[config.mk]
export PLATFORM = sky130hd
export DESIGN_NAME = motion_remote_report_decoder
export DESIGN_NICKNAME = d
export VERILOG_FILES = /design/src/hdl/mrrd_pkg.sv /design/src/hdl/mrrd_fifo.sv /design/src/hdl/mrrd_front.sv /design/src/hdl/mrrd_back.sv /design/src/hdl/motion_remote_report_decoder.sv
export SDC_FILE = /design/constraint.sdc
export NUM_CORES = 1
export LEC_CHECK = 0
export CAP_MARGIN = 40
export CORE_ASPECT_RATIO = 2
export CORE_UTILIZATION = 41
export DETAILED_ROUTE_END_ITERATION = 10
export DONT_BUFFER_PORTS = 1
export GPL_TIMING_DRIVEN = 0
export PLACE_DENSITY = 0.51
export SKIP_LAST_GASP = 1
export SLEW_MARGIN = 15
export SYNTH_ARGS = -nofsm -noshare
export SYNTH_HDL_FRONTEND = slang
export SYNTH_HIERARCHICAL = 1
export SYNTH_SLANG_ARGS = --single-unit
[constraint.sdc]
create_clock -name clock -period 5.5 [get_ports clock]
set_input_delay 1.1 -clock clock [delete_from_list [all_inputs] [get_ports clock]]
set_output_delay 1.1 -clock clock [all_outputs]
set_load 0.01 [all_outputs]
[src/hdl/mrrd_pkg.sv]
package mrrd_pkg;

   localparam int unsigned MAX_REPORT_BYTES_DEF = 22;
   localparam int unsigned CMD_QUEUE_DEPTH = 2;
   localparam int unsigned RSP_QUEUE_DEPTH = 2;

   localparam logic [7:0] TYPE_STATUS       = 8'h20;
   localparam logic [7:0] TYPE_READ_DATA    = 8'h21;
   localparam logic [7:0] TYPE_WRITE_ACK    = 8'h22;
   localparam logic [7:0] TYPE_BUTTONS      = 8'h30;
   localparam logic [7:0] TYPE_BUTTONS_ACC  = 8'h31;
   localparam logic [7:0] TYPE_ACCEL_IR     = 8'h33;
   localparam logic [7:0] ALL_ONES_BYTE     = 8'hff;

   typedef struct packed {
      logic [7:0] data;
      logic       last;
      logic [7:0] rtype;
      logic       btn_hi;
      logic       btn_lo;
      logic       flags;
      logic       battery;
      logic       accel;
      logic [1:0] accel_idx;
      logic       ir_lo;
      logic [1:0] ir_idx;
      logic       spot0;
      logic       spot1;
   } cmd_type;

   typedef struct packed {
      logic [7:0] report_type;
      logic [10:0] buttons;
      logic [7:0] accel_x;
      logic [7:0] accel_y;
      logic [7:0] accel_z;
      logic [9:0] spot1_x;
      logic [9:0] spot1_y;
      logic [9:0] spot2_x;
      logic [9:0] spot2_y;
      logic [1:0] spots_found;
      logic [6:0] status_flags;
      logic [7:0] battery_level;
   } rsp_type;

endpackage

[src/hdl/mrrd_fifo.sv]
module mrrd_fifo #(
   parameter int unsigned WIDTH = 8,
   parameter int unsigned DEPTH = 2
) (
   input  logic             clock,
   input  logic             reset,
   input  logic             push,
   input  logic [WIDTH-1:0] push_data,
   output logic             full,
   input  logic             pop,
   output logic [WIDTH-1:0] pop_data,
   output logic             empty
);

   localparam int unsigned AW = $clog2(DEPTH);
   localparam int unsigned CW = $clog2(DEPTH + 1);

   logic [WIDTH-1:0] mem_ff [DEPTH];
   logic [AW-1:0]    wr_ptr_ff, wr_ptr_in;
   logic [AW-1:0]    rd_ptr_ff, rd_ptr_in;
   logic [CW-1:0]    count_ff, count_in;
   logic             do_push, do_pop;

   assign full     = (count_ff == CW'(DEPTH));
   assign empty    = (count_ff == '0);
   assign do_push  = push && !full;
   assign do_pop   = pop && !empty;
   assign pop_data = mem_ff[rd_ptr_ff];

   always_comb begin
      wr_ptr_in = wr_ptr_ff;
      rd_ptr_in = rd_ptr_ff;
      count_in  = count_ff;
      if (do_push) begin
         wr_ptr_in = (wr_ptr_ff == AW'(DEPTH - 1)) ? '0 : wr_ptr_ff + AW'(1);
      end
      if (do_pop) begin
         rd_ptr_in = (rd_ptr_ff == AW'(DEPTH - 1)) ? '0 : rd_ptr_ff + AW'(1);
      end
      if (do_push && !do_pop) begin
         count_in = count_ff + CW'(1);
      end else if (do_pop && !do_push) begin
         count_in = count_ff - CW'(1);
      end
   end

   always_ff @(posedge clock) begin
      if (reset) begin
         wr_ptr_ff <= '0;
         rd_ptr_ff <= '0;
         count_ff  <= '0;
      end else begin
         wr_ptr_ff <= wr_ptr_in;
         rd_ptr_ff <= rd_ptr_in;
         count_ff  <= count_in;
      end
   end

   always_ff @(posedge clock) begin
      if (do_push) begin
         mem_ff[wr_ptr_ff] <= push_data;
      end
   end

endmodule

[src/hdl/mrrd_front.sv]
module mrrd_front import mrrd_pkg::*; #(
   parameter int unsigned MAX_REPORT_BYTES = MAX_REPORT_BYTES_DEF
) (
   input  logic       clock,
   input  logic       reset,
   input  logic       req_push,
   input  logic [7:0] req_report_byte,
   input  logic       req_last_byte,
   input  logic       queue_full,
   output logic       cmd_push,
   output cmd_type    cmd
);

   localparam int unsigned PW = $clog2(MAX_REPORT_BYTES);
   localparam logic [PW-1:0] POS_LIMIT = PW'(MAX_REPORT_BYTES - 1);

   logic [PW-1:0] pos_ff, pos_in;
   logic [7:0]    type_ff, type_in;
   logic          first;
   logic          has_btn, has_accel, is_status, is_ir;

   assign first     = (pos_ff == '0);
   assign is_status = (type_ff == TYPE_STATUS);
   assign is_ir     = (type_ff == TYPE_ACCEL_IR);
   assign has_accel = (type_ff == TYPE_BUTTONS_ACC) || is_ir;
   assign has_btn   = is_status || (type_ff == TYPE_READ_DATA) ||
                      (type_ff == TYPE_BUTTONS) || has_accel;
   assign cmd_push  = req_push && !queue_full;

   always_comb begin
      cmd.data      = req_report_byte;
      cmd.last      = req_last_byte;
      cmd.rtype     = first ? req_report_byte : type_ff;
      cmd.btn_hi    = has_btn && (pos_ff == PW'(1));
      cmd.btn_lo    = has_btn && (pos_ff == PW'(2));
      cmd.flags     = is_status && (pos_ff == PW'(2));
      cmd.battery   = is_status && (pos_ff == PW'(6));
      cmd.accel     = has_accel && ((pos_ff == PW'(3)) || (pos_ff == PW'(4)) ||
                                    (pos_ff == PW'(5)));
      cmd.accel_idx = {pos_ff == PW'(5), pos_ff == PW'(4)};
      cmd.ir_lo     = is_ir && ((pos_ff == PW'(6)) || (pos_ff == PW'(7)) ||
                                (pos_ff == PW'(9)) || (pos_ff == PW'(10)));
      cmd.ir_idx    = {(pos_ff == PW'(9)) || (pos_ff == PW'(10)),
                       (pos_ff == PW'(7)) || (pos_ff == PW'(10))};
      cmd.spot0     = is_ir && (pos_ff == PW'(8));
      cmd.spot1     = is_ir && (pos_ff == PW'(11));
   end

   always_comb begin
      pos_in  = pos_ff;
      type_in = type_ff;
      if (cmd_push) begin
         if (first) begin
            type_in = req_report_byte;
         end
         if (req_last_byte) begin
            pos_in = '0;
         end else if (pos_ff < POS_LIMIT) begin
            pos_in = pos_ff + PW'(1);
         end
      end
   end

   always_ff @(posedge clock) begin
      if (reset) begin
         pos_ff  <= '0;
         type_ff <= '0;
      end else begin
         pos_ff  <= pos_in;
         type_ff <= type_in;
      end
   end

endmodule

[src/hdl/mrrd_back.sv]
module mrrd_back import mrrd_pkg::*; (
   input  logic    clock,
   input  logic    reset,
   input  logic    cmd_valid,
   input  cmd_type cmd,
   output logic    cmd_pop,
   input  logic    out_full,
   output logic    rsp_push,
   output rsp_type rsp
);

   logic [10:0] buttons_ff, buttons_in;
   logic [7:0]  accel_ff [3];
   logic [7:0]  accel_in [3];
   logic [7:0]  ir_lo_ff [4];
   logic [7:0]  ir_lo_in [4];
   logic [9:0]  spots_ff [4];
   logic [9:0]  spots_in [4];
   logic [1:0]  found_ff, found_in;
   logic [6:0]  flags_ff, flags_in;
   logic [7:0]  battery_ff, battery_in;
   logic        go;
   logic [7:0]  b;

   assign go       = cmd_valid && !out_full;
   assign cmd_pop  = go;
   assign rsp_push = go && cmd.last;
   assign b        = cmd.data;

   always_comb begin
      buttons_in = buttons_ff;
      accel_in   = accel_ff;
      ir_lo_in   = ir_lo_ff;
      spots_in   = spots_ff;
      found_in   = found_ff;
      flags_in   = flags_ff;
      battery_in = battery_ff;
      if (go) begin
         if (cmd.btn_hi) begin
            buttons_in = (buttons_ff & 11'h06f) |
                         {b[1], b[0], b[2], b[3], 2'b00, b[4], 4'b0000};
         end
         if (cmd.btn_lo) begin
            buttons_in = (buttons_ff & 11'h790) |
                         {4'b0000, b[7], b[4], 1'b0, b[0], b[1], b[2], b[3]};
         end
         if (cmd.flags) begin
            flags_in = b[7:1];
         end
         if (cmd.battery) begin
            battery_in = b;
         end
         if (cmd.accel) begin
            accel_in[cmd.accel_idx] = b;
         end
         if (cmd.ir_lo) begin
            ir_lo_in[cmd.ir_idx] = b;
         end
         if (cmd.spot0) begin
            spots_in[0] = {b[5:4], ir_lo_ff[0]};
            spots_in[1] = {b[7:6], ir_lo_ff[1]};
            found_in[0] = !((ir_lo_ff[0] == ALL_ONES_BYTE) &&
                            (ir_lo_ff[1] == ALL_ONES_BYTE) && (b == ALL_ONES_BYTE));
         end
         if (cmd.spot1) begin
            spots_in[2] = {b[5:4], ir_lo_ff[2]};
            spots_in[3] = {b[7:6], ir_lo_ff[3]};
            found_in[1] = !((ir_lo_ff[2] == ALL_ONES_BYTE) &&
                            (ir_lo_ff[3] == ALL_ONES_BYTE) && (b == ALL_ONES_BYTE));
         end
      end
   end

   always_comb begin
      rsp.report_type   = cmd.rtype;
      rsp.buttons       = buttons_in;
      rsp.accel_x       = accel_in[0];
      rsp.accel_y       = accel_in[1];
      rsp.accel_z       = accel_in[2];
      rsp.spot1_x       = spots_in[0];
      rsp.spot1_y       = spots_in[1];
      rsp.spot2_x       = spots_in[2];
      rsp.spot2_y       = spots_in[3];
      rsp.spots_found   = found_in;
      rsp.status_flags  = flags_in;
      rsp.battery_level = battery_in;
   end

   always_ff @(posedge clock) begin
      if (reset) begin
         buttons_ff <= '0;
         accel_ff   <= '{default: '0};
         ir_lo_ff   <= '{default: '0};
         spots_ff   <= '{default: '0};
         found_ff   <= '0;
         flags_ff   <= '0;
         battery_ff <= '0;
      end else begin
         buttons_ff <= buttons_in;
         accel_ff   <= accel_in;
         ir_lo_ff   <= ir_lo_in;
         spots_ff   <= spots_in;
         found_ff   <= found_in;
         flags_ff   <= flags_in;
         battery_ff <= battery_in;
      end
   end

endmodule

[src/hdl/motion_remote_report_decoder.sv]
// Motion-controller input report decoder.
// Input: one report byte per beat on req_report_byte, req_last_byte marking
//   the final byte; a beat is taken when req_push is high and req_full low.
// Output: one snapshot beat per report, at its last byte, shown while
//   rsp_empty is low and taken when rsp_pop is high.
// Throughput: one byte per clock, sustained while rsp_pop keeps up.
// Path: the last byte of a report is written into the command queue; the
//   back stage then runs the decode logic on it and writes the snapshot
//   into the result queue, from which it shows.
// A front stage tracks the byte position and report type and tags each byte;
//   a two-entry command queue feeds the back stage, which holds the decoded
//   fields and writes snapshots into a two-entry result queue.
// Reset: synchronous; clears position, type, all held fields and both queues.
// Stall: when rsp_pop stays low the result queue fills, the back stage halts,
//   the command queue fills and req_full rises; no beat is lost.
module motion_remote_report_decoder import mrrd_pkg::*; #(
   parameter int unsigned MAX_REPORT_BYTES = MAX_REPORT_BYTES_DEF
) (
   input  logic        clock,
   input  logic        reset,
   input  logic        req_push,
   output logic        req_full,
   input  logic [7:0]  req_report_byte,
   input  logic        req_last_byte,
   output logic        rsp_empty,
   input  logic        rsp_pop,
   output logic [7:0]  rsp_report_type,
   output logic [10:0] rsp_buttons,
   output logic [7:0]  rsp_accel_x,
   output logic [7:0]  rsp_accel_y,
   output logic [7:0]  rsp_accel_z,
   output logic [9:0]  rsp_spot1_x,
   output logic [9:0]  rsp_spot1_y,
   output logic [9:0]  rsp_spot2_x,
   output logic [9:0]  rsp_spot2_y,
   output logic [1:0]  rsp_spots_found,
   output logic [6:0]  rsp_status_flags,
   output logic [7:0]  rsp_battery_level
);

   cmd_type cmd_tail, cmd_head;
   logic [$bits(cmd_type)-1:0] cmd_head_bits;
   logic    cmd_push, cmd_full, cmd_empty, cmd_pop;
   rsp_type rsp_tail, rsp_head;
   logic [$bits(rsp_type)-1:0] rsp_head_bits;
   logic    rsp_push, rsp_full;

   assign req_full = cmd_full;
   assign cmd_head = cmd_type'(cmd_head_bits);
   assign rsp_head = rsp_type'(rsp_head_bits);

   mrrd_front #(
      .MAX_REPORT_BYTES(MAX_REPORT_BYTES)
   ) u_front (
      .clock           (clock),
      .reset           (reset),
      .req_push        (req_push),
      .req_report_byte (req_report_byte),
      .req_last_byte   (req_last_byte),
      .queue_full      (cmd_full),
      .cmd_push        (cmd_push),
      .cmd             (cmd_tail)
   );

   mrrd_fifo #(
      .WIDTH($bits(cmd_type)),
      .DEPTH(CMD_QUEUE_DEPTH)
   ) u_cmd_queue (
      .clock     (clock),
      .reset     (reset),
      .push      (cmd_push),
      .push_data (cmd_tail),
      .full      (cmd_full),
      .pop       (cmd_pop),
      .pop_data  (cmd_head_bits),
      .empty     (cmd_empty)
   );

   mrrd_back u_back (
      .clock     (clock),
      .reset     (reset),
      .cmd_valid (!cmd_empty),
      .cmd       (cmd_head),
      .cmd_pop   (cmd_pop),
      .out_full  (rsp_full),
      .rsp_push  (rsp_push),
      .rsp       (rsp_tail)
   );

   mrrd_fifo #(
      .WIDTH($bits(rsp_type)),
      .DEPTH(RSP_QUEUE_DEPTH)
   ) u_rsp_queue (
      .clock     (clock),
      .reset     (reset),
      .push      (rsp_push),
      .push_data (rsp_tail),
      .full      (rsp_full),
      .pop       (rsp_pop),
      .pop_data  (rsp_head_bits),
      .empty     (rsp_empty)
   );

   assign rsp_report_type   = rsp_head.report_type;
   assign rsp_buttons       = rsp_head.buttons;
   assign rsp_accel_x       = rsp_head.accel_x;
   assign rsp_accel_y       = rsp_head.accel_y;
   assign rsp_accel_z       = rsp_head.accel_z;
   assign rsp_spot1_x       = rsp_head.spot1_x;
   assign rsp_spot1_y       = rsp_head.spot1_y;
   assign rsp_spot2_x       = rsp_head.spot2_x;
   assign rsp_spot2_y       = rsp_head.spot2_y;
   assign rsp_spots_found   = rsp_head.spots_found;
   assign rsp_status_flags  = rsp_head.status_flags;
   assign rsp_battery_level = rsp_head.battery_level;

endmodule

==> flow_summary_export.csv <==
group,metric,value,unit
place,portBuffers,0,
floorplanning,die_area,40260,um^2
timing,setup_violations,0,
logic_synthesis,synthFlopType,"edfxtp_1",
timing,max-slew-margin-rel,43.49,%
logic_synthesis,synth.most_common_cell,"edfxtp_1",
timing,post-route-min-period,3.007,ns
routing,wire_per_inst,21.51,um
global_route,grt_max_degree,62,
clock_network,clock_path_buffers,3,
floorplanning,ios,115,
timing,fin_skew,0.02701,ns
power_and_ir_drop,power_leakage,6.691,nW
logic_synthesis,synth_cells,1072,
layout,fillerInstances,3527,
layout,final_net_count,1136,
logic_synthesis,yosys_register_bits,405,
routing,drtIter0Drc,248,
timing,rsz0062_at_grt,"false",
floorplanning,core,38800,um^2
flow_run,drv_cap,0,
global_route,antenna_found_initial,1,
routing,drc_errors,0,
floorplanning,start_util,41.65,%
layout,diodes,0,
logic_synthesis,post_synth.cell_area_avg,15.07,um^2
run_status,status,"completed",
worst_setup_path,end_kind,"primary output",
timing,fmax,332.6,MHz
clock_network,htree_levels,2,
timing,worst_pin_slew,0.8476,ns
worst_setup_path,cp-start-kind,"flop",
clock_network,cts_tree,"yes",
logic_synthesis,yosysWarnings,6,
worst_setup_path,path_cells,"buf_2, buf_4, mux2_2",
global_route,grt_pass1_vias,8427,
worst_hold_path,hold-path-cell-count,2,
clock_network,cts_hold_buf,0,
clock_network,worst_skew_pair.late_latency,0.53,ns
floorplanning,die_h,282.8,um
routing,dr.pass1.iters,5,
logic_synthesis,yosysSeqAreaShare,66.16,%
timing,slew_violations,0,
clock_network,numCtsBuffers,37,
logic_synthesis,synth_cell_types,56,
logic_synthesis,synthTopCellsByCount,"edfxtp_1, mux2_2, dfxtp_1",
worst_setup_path,critPathMaxFanout,10,
logic_synthesis,synth.top_cell.area_share,47.95,%
floorplanning,rows,102,
place,dpl.hpwl,25.24,mm
routing,viasPerCell,5.037,
worst_hold_path,holdCritPathClass,"reg2reg",
global_route,grtUsageTotal,18.06,%
logic_synthesis,synth.net_count,1091,
worst_setup_path,ff2ff_path_depth,6,
logic_synthesis,synth_edf_count,258,
floorplanning,dieWidth,142.4,um
global_route,overflow,0,
clock_network,post-cts-setup-buffers,0,
place,dpl_cell_area,16920,um^2
routing,routed_wl,35.83,mm
power_and_ir_drop,peakVddDrop,0.2767,mV
routing,ant_nets,0,
clock_network,cts_resized,0,
place,place.gp.congestion,0.7308,
global_route,grt_pass1_wl,52.78,mm
logic_synthesis,synthArstFlopShare,0,%
clock_network,clock_sinks,405,
timing,whs,0.4677,ns
worst_setup_path,cp_slowest_stage_delay,0.42,ns
layout,layout-drive-gt1-share,30.02,%
worst_setup_path,cp_slowest_cell,"mux2_2",
logic_synthesis,synth.cell_area,16160,um^2
logic_synthesis,synth_top_area_cell,"edfxtp_1",
worst_setup_path,required,4.40,ns
clock_network,clk_pin_slew,0.07,ns
worst_setup_path,critPathArrivalTime,1.91,ns
worst_setup_path,r2r_setup_slack,2.80,ns
worst_setup_path,crit_type,"reg2out",
timing,final_hold_viol_count,0,
routing,via_count,8392,
power_and_ir_drop,cellPowerDensity,500.9,nW/um^2
layout,syn_to_final_growth,12.27,%
timing,fin_crit_sh,54.67,%
logic_synthesis,synth_area_leaders,"edfxtp_1, dfxtp_1, mux2_2",
clock_network,cts_root_buf,"clkbuf_16",
layout,design_area,18140,um^2
==> area by class of cell <==
cell class                      instances  area [um^2]  area share [%]
Multi-Input combinational cell        585         4986           27.48
Timing Repair Buffer                    6        101.3          0.5587
Clock buffer                           54         1094           6.028
Sequential cell                       405        10690           58.93
Tap cell                              520        650.6           3.586
Clock inverter                         14        128.9          0.7104
Buffer                                 73        451.7           2.490
Inverter                                9        38.79          0.2138
==> flip-flops by register name, summed over array words and instances (netlist names), named ones only <==
name	cells
u_cmd_queue/mem_ff	58
u_cmd_queue/wr_ptr_ff	1
u_back/ir_lo_ff	32
u_cmd_queue/count_ff	2
u_rsp_queue/count_ff	2
u_back/battery_ff	8
u_front/type_ff	8
u_rsp_queue/wr_ptr_ff	1
u_back/accel_ff	24
u_back/found_ff	2
u_back/buttons_ff	11
u_front/pos_ff	5
u_rsp_queue/mem_ff	200
u_rsp_queue/rd_ptr_ff	1
u_back/flags_ff	7
u_back/spots_ff	40
u_cmd_queue/rd_ptr_ff	1
==> worst max-delay path, delay by kind of cell (launching register included) <==
kind,cells,cell delay [ns]
muxes,1,0.42
DFF,1,0.30
buffers and inverters,2,0.67
==> power breakdown <==
group	switching, mW	internal (mW)
sequential	0.144	3.93
clock	1.10	1.49
combinational	1.47	0.956
total	2.72	6.37
==> logic make-up after synthesis <==
group           after synthesis  share of synthesized area [%]
flops                       405                          66.16
mux                         268                          18.34
simple gates                253                          9.803
buf+inv                      82                          3.004
compound gates               52                          1.897
xor+xnor                      6                         0.3252
fa+ha+maj                     6                         0.4646
==> placed cells by master (no fill, tap or decap), drive strengths merged, types with 4 or more instances in the layout <==
| master | synthesis | layout |
|---|---|---|
| edfxtp | 258 | 258 |
| mux2 | 219 | 219 |
| dfxtp | 147 | 147 |
| clkbuf | 26 | 80 |
| nor2b | 71 | 71 |
| nand2b | 58 | 58 |
| buf | 47 | 53 |
| mux2i | 49 | 49 |
| a21oi | 24 | 24 |
| nand2 | 23 | 23 |
| o21ai | 19 | 19 |
| nor2 | 19 | 19 |
| nand3 | 17 | 17 |
| nand4 | 14 | 14 |
| inv | 9 | 11 |
| clkinv | 0 | 9 |
| nand3b | 7 | 7 |
| or3 | 6 | 6 |
| xor2 | 6 | 6 |
| ha | 6 | 6 |
| and3 | 6 | 6 |
| and2 | 5 | 5 |
| nor3 | 4 | 4 |
==> metrics by stage <==
stage	setup TNS (ns)	util [%]	setup WS, ns	cells	total power, mW
after global routing	0	46.76	2.383	1666	9.501
after floorplan	0	-	1.600	1072	5.860
after CTS	0	46.76	2.412	1666	9.265
after detailed placement	0	43.61	2.269	1598	6.639
final	0	46.76	2.493	1666	9.086
after global placement	-26.33	43.32	-0.2848	1592	6.601
==> worst paths after layout <==
| path | startpoint | endpoint |
|---|---|---|
| max | flop | rsp_accel_x[7] |
| min | u_front/type_ff[3] | u_front/type_ff[3] |
| min reg2reg | u_front/type_ff[3] | u_front/type_ff[3] |
| max reg2reg | u_cmd_queue/count_ff[0] | u_cmd_queue/mem_ff[0][4] |
==> routing by layer <==
layer | track usage, % | part of all wire (%) | up-vias | wire length (um)
li1 | - | - | 3990 | -
met1 | 17.90 | 35 | 4203 | 12540
met2 | 36.58 | 58 | 148 | 20930
met3 | 2.987 | 3.8 | 51 | 1359
met4 | 6.424 | 2.8 | 0 | 999
met5 | 0 | 0 | - | 0
No activity file was read; power rests on OpenSTA's default activity.
